===== config.mk =====
export PLATFORM = sky130hd
export DESIGN_NAME = subtractive_lagged_random_generator_flat
export DESIGN_NICKNAME = d
export VERILOG_FILES = /design/src/hw/rtl/slrg_pkg.sv /design/src/hw/rtl/slrg_if.sv /design/src/hw/rtl/slrg_cell.sv /design/src/hw/rtl/subtractive_lagged_random_generator.sv /design/src/flat_wrapper.sv
export SDC_FILE = /design/constraint.sdc
export NUM_CORES = 2
export LEC_CHECK = 0
export ABC_AREA = 1
export BUFFER_PORTS_ARGS = -buffer_cell sky130_fd_sc_hd__clkbuf_2
export CORE_AREA = 4 4 411 413
export DETAILED_ROUTE_END_ITERATION = 8
export DIE_AREA = 0 0 415 417
export PLACE_DENSITY = 0.75
export SYNTH_ARGS = -nofsm -noshare
export SYNTH_HDL_FRONTEND = slang
export SYNTH_SLANG_ARGS = --single-unit

===== constraint.sdc =====
create_clock -name clk -period 87.4 [get_ports clk]
set_input_delay 13.11 -clock clk [delete_from_list [all_inputs] [get_ports clk]]
set_output_delay 13.11 -clock clk [all_outputs]
set_load 0.01 [all_outputs]

===== src/hw/rtl/slrg_pkg.sv =====
// ----------------------------------------------------------------------------
// slrg_pkg
// Shared types, constants and helpers for the subtractive lagged generator.
// ----------------------------------------------------------------------------
package slrg_pkg;

    localparam int VAL_W     = 30;
    localparam int SEED_W    = 31;
    localparam int TBL_LEN   = 55;
    localparam int LAG       = 31;
    localparam int JUMP      = 21;

    localparam logic [VAL_W-1:0]  MODULUS   = 30'd1000000000;
    localparam logic [SEED_W-1:0] SEED_BASE = 31'd161803398;

    typedef logic [VAL_W-1:0] val_t;

    // cell operation codes
    typedef logic [1:0] cell_op_t;
    localparam cell_op_t CELL_HOLD = 2'd0;
    localparam cell_op_t CELL_STEP = 2'd1;
    localparam cell_op_t CELL_JUMP = 2'd2;

    // a - b wrapped into 0..modulus-1
    function automatic val_t sub_wrap(input val_t a, input val_t b);
        logic [VAL_W:0] d;
        begin
            d = {1'b0, a} - {1'b0, b};
            if (d[VAL_W])
            begin
                d = d + {1'b0, MODULUS};
            end
            return d[VAL_W-1:0];
        end
    endfunction

endpackage


===== src/hw/rtl/slrg_if.sv =====
// ----------------------------------------------------------------------------
// slrg_if
// Valid/ready channels for request words and result words.
// ----------------------------------------------------------------------------
interface slrg_req_if;
    logic                        valid;
    logic                        ready;
    logic                        req_type;
    logic [slrg_pkg::SEED_W-1:0] seed_value;

    modport source (output valid, output req_type, output seed_value, input ready);
    modport sink   (input valid, input req_type, input seed_value, output ready);
endinterface

interface slrg_rsp_if;
    logic                       valid;
    logic                       ready;
    logic [slrg_pkg::VAL_W-1:0] random_value;

    modport source (output valid, output random_value, input ready);
    modport sink   (input valid, input random_value, output ready);
endinterface


===== src/hw/rtl/slrg_cell.sv =====
// ----------------------------------------------------------------------------
// slrg_cell
// One table entry of the ring: holds, takes its next neighbor, or takes the
// entry that sits a fixed jump further along the ring.
// ----------------------------------------------------------------------------
module slrg_cell (
    input  logic               clk,
    input  slrg_pkg::cell_op_t op,
    input  slrg_pkg::val_t     d_step,
    input  slrg_pkg::val_t     d_jump,
    output slrg_pkg::val_t     q
);

    slrg_pkg::val_t val_reg;
    slrg_pkg::val_t val_next;

    // select the incoming entry
    always_comb
    begin
        case (op)
            slrg_pkg::CELL_STEP: val_next = d_step;
            slrg_pkg::CELL_JUMP: val_next = d_jump;
            default:             val_next = val_reg;
        endcase
    end

    // entry storage, undefined until written
    always_ff @(posedge clk)
    begin
        val_reg <= val_next;
    end

    assign q = val_reg;

endmodule


===== src/hw/rtl/subtractive_lagged_random_generator.sv =====
// ----------------------------------------------------------------------------
// subtractive_lagged_random_generator
// Subtractive lagged generator over a 55-entry ring of cells, values mod 10^9.
// ----------------------------------------------------------------------------
//  channel | dir | fields                     | word
//  req     | in  | req_type, seed_value       | one draw or reseed-and-draw
//  rsp     | out | random_value               | one value per request
//
//  A draw rotates the ring by one: cell 0 minus cell 31 enters at the
//  tail and is registered as the result.
//  A reseed (or the first request after reset) runs 55 fill
//  steps rotating by 21, two alignment steps, 220 warm-up steps, one draw.
//  Reset clears control state only; the ring contents stay unknown.
//  A new request is taken in the idle state once the result register is free or being taken.
// ----------------------------------------------------------------------------
module subtractive_lagged_random_generator (
    input logic       clk,
    input logic       rst_n,
    slrg_req_if.sink  req,
    slrg_rsp_if.source rsp
);

    localparam logic [2:0] ST_IDLE  = 3'd0;
    localparam logic [2:0] ST_FILL  = 3'd1;
    localparam logic [2:0] ST_ALNJ  = 3'd2;
    localparam logic [2:0] ST_ALNS  = 3'd3;
    localparam logic [2:0] ST_WARM  = 3'd4;
    localparam logic [2:0] ST_DRAW  = 3'd5;

    localparam logic [7:0] FILL_LAST = 8'(slrg_pkg::TBL_LEN - 1);
    localparam logic [7:0] WARM_LAST = 8'(4 * slrg_pkg::TBL_LEN - 1);

    logic [2:0]         state_reg, state_next;
    logic [7:0]         cnt_reg, cnt_next;
    logic               seeded_reg, seeded_next;
    logic               out_valid_reg, out_valid_next;
    slrg_pkg::val_t     out_data_reg;
    slrg_pkg::val_t     cur_reg, nxt_reg;
    slrg_pkg::val_t     cur0;
    logic [slrg_pkg::SEED_W-1:0] diff;

    slrg_pkg::val_t     cells [slrg_pkg::TBL_LEN];
    slrg_pkg::cell_op_t op;
    slrg_pkg::val_t     tail_d, head_d, draw_val;
    logic               out_free, accept, need_seed, load_out;

    assign out_free  = !out_valid_reg || rsp.ready;
    assign req.ready = (state_reg == ST_IDLE) && out_free;
    assign accept    = req.valid && req.ready;
    assign need_seed = req.req_type || !seeded_reg;
    assign draw_val  = slrg_pkg::sub_wrap(cells[0], cells[slrg_pkg::LAG]);

    // seed start value |base - seed| mod 10^9
    always_comb
    begin
        if (req.seed_value <= slrg_pkg::SEED_BASE)
        begin
            diff = slrg_pkg::SEED_BASE - req.seed_value;
        end
        else
        begin
            diff = req.seed_value - slrg_pkg::SEED_BASE;
        end
        if (diff >= {1'b0, slrg_pkg::MODULUS})
        begin
            diff = diff - {1'b0, slrg_pkg::MODULUS};
        end
        cur0 = diff[slrg_pkg::VAL_W-1:0];
    end

    // ring of cells
    genvar j;
    generate
        for (j = 0; j < slrg_pkg::TBL_LEN; j++)
        begin : g_cell
            slrg_pkg::val_t d_step, d_jump;
            if (j == slrg_pkg::TBL_LEN - 1)
            begin : g_tail
                assign d_step = tail_d;
            end
            else
            begin : g_mid
                assign d_step = cells[j + 1];
            end
            if (j == 0)
            begin : g_head
                assign d_jump = head_d;
            end
            else
            begin : g_rest
                assign d_jump = cells[(j + slrg_pkg::JUMP) % slrg_pkg::TBL_LEN];
            end
            slrg_cell u_cell (
                .clk    (clk),
                .op     (op),
                .d_step (d_step),
                .d_jump (d_jump),
                .q      (cells[j])
            );
        end
    endgenerate

    // sequencer
    always_comb
    begin
        state_next  = state_reg;
        cnt_next    = cnt_reg;
        seeded_next = seeded_reg;
        op          = slrg_pkg::CELL_HOLD;
        tail_d      = draw_val;
        head_d      = cells[slrg_pkg::JUMP];
        load_out    = 1'b0;
        unique case (state_reg)
            ST_IDLE:
            begin
                if (accept)
                begin
                    if (need_seed)
                    begin
                        state_next = ST_FILL;
                        cnt_next   = '0;
                    end
                    else
                    begin
                        op       = slrg_pkg::CELL_STEP;
                        load_out = 1'b1;
                    end
                end
            end
            ST_FILL:
            begin
                op     = slrg_pkg::CELL_JUMP;
                head_d = (cnt_reg == '0) ? cur_reg : nxt_reg;
                cnt_next = cnt_reg + 8'd1;
                if (cnt_reg == FILL_LAST)
                begin
                    state_next = ST_ALNJ;
                end
            end
            ST_ALNJ:
            begin
                op         = slrg_pkg::CELL_JUMP;
                state_next = ST_ALNS;
            end
            ST_ALNS:
            begin
                op         = slrg_pkg::CELL_STEP;
                tail_d     = cells[0];
                state_next = ST_WARM;
                cnt_next   = '0;
            end
            ST_WARM:
            begin
                op       = slrg_pkg::CELL_STEP;
                cnt_next = cnt_reg + 8'd1;
                if (cnt_reg == WARM_LAST)
                begin
                    state_next  = ST_DRAW;
                    seeded_next = 1'b1;
                end
            end
            ST_DRAW:
            begin
                if (out_free)
                begin
                    op         = slrg_pkg::CELL_STEP;
                    load_out   = 1'b1;
                    state_next = ST_IDLE;
                end
            end
            default:
            begin
                state_next = ST_IDLE;
            end
        endcase
    end

    // result valid flag
    always_comb
    begin
        if (load_out)
        begin
            out_valid_next = 1'b1;
        end
        else if (rsp.ready)
        begin
            out_valid_next = 1'b0;
        end
        else
        begin
            out_valid_next = out_valid_reg;
        end
    end

    // control registers
    always_ff @(posedge clk or negedge rst_n)
    begin
        if (!rst_n)
        begin
            state_reg     <= ST_IDLE;
            cnt_reg       <= '0;
            seeded_reg    <= 1'b0;
            out_valid_reg <= 1'b0;
        end
        else
        begin
            state_reg     <= state_next;
            cnt_reg       <= cnt_next;
            seeded_reg    <= seeded_next;
            out_valid_reg <= out_valid_next;
        end
    end

    // fill sequence and result payload
    always_ff @(posedge clk)
    begin
        if (load_out)
        begin
            out_data_reg <= draw_val;
        end
        if (accept && need_seed)
        begin
            cur_reg <= cur0;
        end
        else if (state_reg == ST_FILL)
        begin
            if (cnt_reg == '0)
            begin
                nxt_reg <= slrg_pkg::val_t'(1);
            end
            else
            begin
                nxt_reg <= slrg_pkg::sub_wrap(cur_reg, nxt_reg);
                cur_reg <= nxt_reg;
            end
        end
    end

    assign rsp.valid        = out_valid_reg;
    assign rsp.random_value = out_data_reg;

endmodule

===== src/flat_wrapper.sv =====
// flat-port wrapper written by rule: the top's interface ports become plain ports
module subtractive_lagged_random_generator_flat 
  (clk, rst_n, req_valid, req_req_type, req_seed_value, req_ready, rsp_valid, rsp_random_value, rsp_ready);
  slrg_req_if req_i ();
  slrg_rsp_if rsp_i ();
  input logic clk;
  input logic rst_n;
  input wire logic [$bits(req_i.valid)-1:0] req_valid;
  input wire logic [$bits(req_i.req_type)-1:0] req_req_type;
  input wire logic [$bits(req_i.seed_value)-1:0] req_seed_value;
  output wire logic [$bits(req_i.ready)-1:0] req_ready;
  output wire logic [$bits(rsp_i.valid)-1:0] rsp_valid;
  output wire logic [$bits(rsp_i.random_value)-1:0] rsp_random_value;
  input wire logic [$bits(rsp_i.ready)-1:0] rsp_ready;
  assign req_i.valid = req_valid;
  assign req_i.req_type = req_req_type;
  assign req_i.seed_value = req_seed_value;
  assign req_ready = req_i.ready;
  assign rsp_valid = rsp_i.valid;
  assign rsp_random_value = rsp_i.random_value;
  assign rsp_i.ready = rsp_ready;
  subtractive_lagged_random_generator u_core (.clk(clk), .rst_n(rst_n), .req(req_i), .rsp(rsp_i));
endmodule

==> out/qor.txt <==
DRT Wirelength: 180000 um
Max FO, Critical Path: 3
Synth Instances: 8629
RSZ-0062 raised after global routing: false
Worst Path Arrival: 13.75 ns
Slew @ Worst Pin: 1.12 ns
Clock Latency Late Sink: 0.82 ns
Initial antenna violation count: 4
Slowest stage delay, CP: 0.27 ns
Max reg flops: 1650
Die X-Extent: 415 um
Rows: 149
1st-iter DRT viols: 6828
Critical path's slowest cell: nor2_1
GRT Total Usage: 0.202
Most common cell in the synthesized netlist: nand2_1
Final setup vio count: 0
Via count of the first global-routing pass: 54700
# diodes: 0
Crit Path Class: in -> out
Commonest cells in the netlist: 3225 x nand2_1, 1740 x edfxtp_1, 1323 x o21ai_0
Crit path time final: 26.86 ns
Fmax: 37.2 MHz
Hold buffer count at cts: 0
Avg Inst Size Synth: 9.53 sq um
Total Neg Setup Slack: 0 ns
Critical Path End Type: primary output
Gpl congestion: 0.949
Vias per inst: 5.36
Clock sink total: 1753
Post-CTS Setup Bufs: 0
Worst-path clk slew: 0.06 ns
Post-DP HPWL: 116000 um
Critical path startpoint category: input pin
Avg WL per Cell: 16.6 um
Global-route wire length before repair: 285000 um
Async SR Flop Fraction: 0.00742
NumNets Final: 8629
CP Buf/Inv Count: 2
DIE AREA: 0.173 sq mm
Clock root cell: clkbuf_16
Total global routing overflow: 0
1st-pass router iterations: 6
Mapped Area: 0.0822 sq mm
Post-synthesis sequential area ratio: 0.640
IO Pins: 68
Worst EP required: 74.29 ns
Via count: 58100
Layout area overhead: 9.37%
Final antenna-violating net count: 0
#FFs+latches synth: 1753
Core ar.: 0.165 sq mm
Total of max-cap violations: 0
Yosys warning count: 0
Die Height: 417 um
Critical Path, Cell by Cell: clkbuf_2 -> nor2_1 -> nor2_1 -> clkbuf_2
Dominant cell type by area after synthesis: edfxtp_1
Cts repair resizes: 0
Slew margin rel.: 0.254
Synth Flop Type: edfxtp_1
DRC: 0
CTS H-tree depth: 4
Leading post-synthesis cells by cell area: edfxtp_1 64%, nand2_1 15%, o21ai_0 8.1%
Layout cells sized above 1: 0.0531
Unique cell type count in the Yosys netlist: 48
Fin. max-slew vios: 0
Final Hold Fails: 0
Largest net degree at the start of global routing: 260
CTS tree: built
Hold crit path type: reg -> reg
Initial Util: 0.499
Synthesized net count: 8738
Delay-heaviest family, CP: simple AND/OR/NAND/NOR gates
I/O Buffers: 67
Status: completed
Post-synth EDFFs: 1740
Post-synth top area share: 0.636
Worst-case clock buffer depth: 3
Total CTS buffers: 175
Final Skew: 0.0489 ns
Final period util: 0.307
[worst reg2reg max path, delay by kind of cell, from the launching register on]
| kind | cells | cell delay, ns |
|---|---|---|
| flops | 1 | 0.43 |
| fa+ha+maj | 1 | 0.30 |
| simple gates | 5 | 0.86 |
| buf+inv | 7 | 4.09 |
| compound gates | 1 | 0.09 |
[cells by family after synthesis]
group,count (synthesis),share of synthesized area
AND/OR/NAND/NOR,3869,0.184
flip-flops,1753,0.640
AO/OA/AOI/OAI,1573,0.0974
buffers and inverters,1291,0.0598
adder cells (fa/ha/maj),73,0.0113
XOR/XNOR,70,0.00746
[layout by cell type, fill, tap and decap left out, drive strengths merged, types with 13 or more instances in the layout]
master,n
a21oi,182
a31oi,15
buf,55
bufinv,18
clkbuf,274
clkinv,85
dfrtp,13
edfxtp,1740
ha,71
inv,887
nand2,3253
nand3,210
nand4,36
nor2,330
nor3,25
o21ai,1330
o22ai,16
xnor2,16
xor2,54
[area by class of cell]
class                           instances  area, sq um
Clock buffer                          207         4540
Multi-Input combinational cell       5585        24800
Tap cell                             2189         2740
Fill cell                           14100        74900
Clock inverter                        111         1160
Timing Repair Buffer                  122          811
Sequential cell                      1753        52600
Inverter                              883         3330
[path summary, 6_finish.rpt]
check	from	end	slack, ns	cells past startpoint
max	rsp_ready	req_ready	60.54	4
min	u_core.seeded_reg	u_core.seeded_reg	0.49	2
max reg2reg	u_core.state_reg[1]	u_core.g_cell[5].u_cell.q[7]	81.19	14
min reg2reg	u_core.seeded_reg	u_core.seeded_reg	0.49	2
max in group asynchronous	rst_n	u_core.cnt_reg[2]	74.93	1
min in group asynchronous	rst_n	u_core.rsp.valid	12.20	1
[metrics by stage]
stage               instance area (sq um)  cells  setup WS (ns)  utilization  hold WS, ns
floorplan                           82200   8629          37.73            -        0.427
global placement                    84200  10500          60.49        0.511        0.475
detailed placement                  84200  10500          60.51        0.511        0.478
CTS                                 89900  10900          60.51        0.546        0.497
global route                        89900  10900          60.46        0.546        0.537
finish                              89900  10900          60.54        0.546        0.486
[metal layers]
layer	track usage	wire (um)	up-vias	share of wire
met5	0	20	-	0.00011
met3	0.0304	11000	290	0.061
li1	-	-	28400	-
met4	0.0622	4930	2	0.027
met2	0.326	84700	1724	0.47
met1	0.283	79400	27700	0.44
Power is left out: the tool's default activity adds up to more than one toggle a clock period on the data nets, which glitch-free logic cannot reach.
